--- src/sv/bids_pkg.sv ---
// ----------------------------------------------------------------------------
// bids_pkg
// Shared types, constants and arithmetic helpers of the bilinear downscaler.
// ----------------------------------------------------------------------------
`default_nettype none

package bids_pkg;

   localparam logic [16:0] FRAC_ONE = 17'h10000;
   localparam logic [12:0] DIM_MAX = 13'd4096;

   // Configuration register indexes.
   localparam logic [1:0] CSR_SOURCE_WIDTH  = 2'd0;
   localparam logic [1:0] CSR_SOURCE_HEIGHT = 2'd1;
   localparam logic [1:0] CSR_TARGET_WIDTH  = 2'd2;
   localparam logic [1:0] CSR_TARGET_HEIGHT = 2'd3;

   localparam int QUEUE_DEPTH = 4;

   typedef struct packed {
      logic [12:0] sw;
      logic [12:0] sh;
      logic [12:0] dw;
      logic [12:0] dh;
   } cfg_type;

   // One classified source pixel: its neighbors and the one or two
   // destination columns and rows that it completes.
   typedef struct packed {
      logic [31:0]       pix;
      logic [31:0]       left;
      logic [31:0]       above;
      logic [31:0]       uleft;
      logic              two_x;
      logic              two_y;
      logic [1:0][11:0]  xs;
      logic [1:0][15:0]  fxs;
      logic [1:0]        cs;
      logic [1:0]        xl;
      logic [1:0][11:0]  ys;
      logic [1:0][15:0]  fys;
      logic [1:0]        rs;
      logic [1:0]        yl;
   } q_entry_type;

   // Zero reads as one, and anything above the limit saturates to it.
   function automatic logic [12:0] clamp_dim(input logic [12:0] v, input logic [12:0] hi);
      logic [12:0] r;
      r = v;
      if (v == 13'd0) r = 13'd1;
      else if (v > hi) r = hi;
      return r;
   endfunction

   // Index of the right or lower neighbor of a 12.16 position.
   function automatic logic [11:0] far_index(input logic [27:0] pos, input logic [12:0] lim);
      logic [11:0] s;
      logic [12:0] sp1;
      s = pos[27:16];
      sp1 = {1'b0, s} + 13'd1;
      return (sp1 < lim) ? sp1[11:0] : s;
   endfunction

   function automatic logic [7:0] blend8(input logic [7:0] a, input logic [7:0] b,
                                         input logic [15:0] f);
      logic [16:0] fa;
      logic [24:0] pa;
      logic [24:0] pb;
      logic [24:0] s;
      fa = FRAC_ONE - {1'b0, f};
      pa = 25'(a) * 25'(fa);
      pb = 25'(b) * 25'(f);
      s = pa + pb;
      return s[23:16];
   endfunction

endpackage

`default_nettype wire

--- src/sv/bids_fifo.sv ---
// ----------------------------------------------------------------------------
// bids_fifo
// Short show-ahead queue of classified pixels between front and back end.
// ----------------------------------------------------------------------------
`default_nettype none

module bids_fifo
   import bids_pkg::*;
(
   input  logic         clock,
   input  logic         reset,
   input  logic         push,
   output logic         push_ready,
   input  q_entry_type  push_data,
   output logic         pop_valid,
   input  logic         pop,
   output q_entry_type  pop_data
);

   localparam int PW = $clog2(QUEUE_DEPTH);

   q_entry_type    slots_ff [QUEUE_DEPTH];
   logic [PW-1:0]  wr_ff, wr_in;
   logic [PW-1:0]  rd_ff, rd_in;
   logic [PW:0]    cnt_ff, cnt_in;
   logic           do_push, do_pop;

   assign push_ready = (cnt_ff != (PW+1)'(QUEUE_DEPTH));
   assign pop_valid  = (cnt_ff != '0);
   assign do_push    = push && push_ready;
   assign do_pop     = pop && pop_valid;
   assign pop_data   = slots_ff[rd_ff];

   always_comb begin
      wr_in  = do_push ? wr_ff + PW'(1) : wr_ff;
      rd_in  = do_pop ? rd_ff + PW'(1) : rd_ff;
      cnt_in = cnt_ff + (PW+1)'(do_push) - (PW+1)'(do_pop);
   end

   always_ff @(posedge clock) begin
      if (reset) begin
         wr_ff  <= '0;
         rd_ff  <= '0;
         cnt_ff <= '0;
      end else begin
         wr_ff  <= wr_in;
         rd_ff  <= rd_in;
         cnt_ff <= cnt_in;
      end
      if (do_push) slots_ff[wr_ff] <= push_data;
   end

endmodule

`default_nettype wire

--- config.mk ---
export PLATFORM = sky130hd
export DESIGN_NAME = bids_fifo
export DESIGN_NICKNAME = d
export VERILOG_FILES = /design/src/sv/bids_pkg.sv /design/src/sv/bids_fifo.sv
export SDC_FILE = /design/constraint.sdc
export NUM_CORES = 1
export LEC_CHECK = 0
export BUFFER_PORTS_ARGS = -buffer_cell sky130_fd_sc_hd__buf_2
export CAP_MARGIN = 25
export CORE_ASPECT_RATIO = 1.1
export CORE_UTILIZATION = 61
export CTS_BUF_LIST = sky130_fd_sc_hd__clkbuf_16
export DETAILED_ROUTE_END_ITERATION = 16
export PLACE_DENSITY = 0.84
export SKIP_CTS_REPAIR_TIMING = 1
export SLEW_MARGIN = 20
export SYNTH_ARGS = -nofsm -noshare
export SYNTH_HDL_FRONTEND = slang
export SYNTH_SLANG_ARGS = --single-unit
--- constraint.sdc ---
create_clock -name clock -period 23.2 [get_ports clock]
set_clock_uncertainty 0.05 [all_clocks]
set_input_delay 1.16 -clock clock [delete_from_list [all_inputs] [get_ports clock]]
set_output_delay 1.16 -clock clock [all_outputs]
set_load 0.005 [all_outputs]
==> flow_summary.ini <==
[routing]
wire_per_inst_um = 29.3
ant_nets = 0
drt_iter0_markers = 1685
drtPass1Iterations = 8
drc = 0
vias = 17267
vias_per_cell = 6.22
routed_wl_um = 81200

[placed_design]
gp_congestion = 0.792
portBuffers = 505
dpl.hpwl_um = 45300

[synth]
synth_fp_nets = 1616
ys_seq_area_share_pct = 82.7
ys_ff_latch = 1009
synth.top_cells.by_area = edfxtp_1 (82%), mux4_2 (15%), buf_6 (0.71%)
syn_area_sq_mm = 0.0365
synth.top_cell.area_share_pct = 82.2
synth_top_area_cell = edfxtp_1
synth_cell_types = 23
yosysWarnings = 0
avgSynthCellArea_sq_um = 27.0
synthCells = 1355

[floorplan]
core_area_sq_mm = 0.0589
die_h_um = 259
die-area_sq_mm = 0.0609
io-pin-count = 506
die_x_um = 235
start_util_pct = 62.1
std_cell_rows = 93

[sta]
relSlewSlack_pct = 27.4
grt_setup_unrepaired = no
post-route-period-util_pct = 24.2
setup_viol = 0
hold_viol = 0
tightest_slew_ns = 1.09
whs_ns = 0.478
tns_ns = 0
slew_violations = 0
fin_crit_ns = 5.62
clock.fmax_ghz = 0.178

[power_and_ir_drop]
p_leak_nw = 14.5
power_density_mw_per_mm2 = 114
power_mw = 4.92
max-vdd-ir-drop_mv = 0.0995

[setup_path]
startpoint_type = register
slowest_delay_ns = 0.76
path_max_fanout = 44
path_common_cell = buf_4
crit_slowest_cell = buf_4
critPathArrivalTime_ns = 4.41
endpoint_kind = output pin
crit_path_cell_trace = buf_4, buf_16, buf_4, buf_4, mux4_2, buf_2
crit_required_ns = 21.99
critical_path_class = register to output pin

[finish]
area_delta_synth_final_pct = 18.2
drive_gt1_share_pct = 46.2
nNetsFinal = 2183
fill_cells = 3082
final_util_pct = 73.4

[clocking]
cts.clk_slew.worst_paths_ns = 0.07
cts_buffer_depth = 3
clock-sinks = 1009
tritoncts = built
cts_buffers = 93
clock_latency_ns = 0.65
cts-root-buf = clkbuf_16
h-tree-depth = 3

[global_routing]
grt_max_degree = 140
grt_pass1_wl_um = 116000
grt_antenna_before_repair = 22
grt_pass1_vias = 18029
grt_overflow = 0
grt_usage_pct = 26.3

[min_path]
worst_hold_path_type = register to register

[flow_run]
maxCapViolCount = 0

[status]
status = finished clean
synth_stat cells:
master / count
a21boi_1: 1
and2_1: 5
buf_2: 26
buf_6: 23
clkbuf_1: 8
dfxtp_1: 9
edfxtp_1: 1000
fa_1: 1
ha_1: 6
inv_1: 5
mux2_2: 1
mux2i_1: 1
mux4_2: 250
nand2_1: 1
nand2b_1: 2
nor2_1: 8
nor2b_1: 1
nor3_1: 1
o311ai_0: 1
o31a_1: 1
or3_1: 1
xnor2_1: 1
xor2_1: 2
placed cells by master, fill, tap and decap left out, types with 7 or more instances in the layout:
cell type / count
edfxtp_1: 1000
buf_2: 505
mux4_2: 250
clkbuf_16: 94
inv_1: 21
clkinv_1: 18
diode_2: 17
bufinv_16: 16
clkinv_2: 15
buf_4: 14
nor2_1: 8
dfxtp_1: 7
stage by stage:
step	cell area, sq um	instances	setup WS (ns)
after floorplan	36500	1355	15.27
after global placement	39800	2580	17.82
after detailed placement	39800	2580	17.85
after CTS	43000	2750	17.12
after global routing	43200	2764	17.13
final	43200	2774	17.58
path summary, 6_finish.rpt:
| check | startpoint | endpoint | slack (ns) | depth (start not counted) |
|---|---|---|---|---|
| worst max-delay path | register | pop_data[93] | 17.58 | 6 |
| worst min-delay path | wr_ff[1]$_SDFFE_PP0P_ | wr_ff[1]$_SDFFE_PP0P_ | 0.48 | 2 |
| worst max register to register | cnt_ff[1]$_SDFF_PP0_ | slots_ff[2][89]$_DFFE_PP_ | 19.11 | 6 |
| worst min register to register | wr_ff[1]$_SDFFE_PP0P_ | wr_ff[1]$_SDFFE_PP0P_ | 0.48 | 2 |
routing by layer:
layer / up-vias / routed length (um) / track usage [%]
met5: - / 154 / 0
met4: 22 / 2040 / 8.70
met3: 149 / 7630 / 7.16
met2: 1003 / 43200 / 45.7
met1: 9036 / 28200 / 32.2
li1: 7057 / - / -
flip-flops by register name, summed over array words and instances, names as in the netlist, named ones only:
name / cells
cnt_ff: 3
wr_ff: 2
slots_ff: 1000
rd_ff: 2
cell families (layout without fill, tap and decap cells):
kind of cell	after synthesis	count (layout)	share of synthesized area, %
XOR/XNOR	3	3	0.0719
AND/OR/NAND/NOR	19	19	0.260
other	0	17	0
buffers and inverters	62	704	1.20
multiplexers	252	252	15.5
adder cells (fa/ha/maj)	7	7	0.260
flip-flops	1009	1009	82.7
AO/OA/AOI/OAI	3	3	0.0685
area by class of cell:
cell class / count / area (sq um) / share of cell area, %
Multi-Input combinational cell: 284 / 5900 / 13.7
Timing Repair Buffer: 529 / 2880 / 6.66
Inverter: 5 / 18.8 / 0.0434
Antenna cell: 17 / 42.5 / 0.0985
Clock inverter: 76 / 836 / 1.93
Sequential cell: 1009 / 30200 / 69.9
Clock buffer: 94 / 2350 / 5.45
Tap cell: 760 / 951 / 2.20
power breakdown:
part           switching, mW  internal, mW  total, mW
combinational          0.536         0.499       1.03
sequential            0.0765          2.23       2.31
clock                  0.654         0.920       1.57
worst max-delay path: cells and delay by family (launching register included):
| family | cells | cell delay [ns] |
|---|---|---|
| buf+inv | 5 | 2.35 |
| mux | 1 | 0.63 |
| flops | 1 | 0.65 |
(Power assumes the default switching activity.)
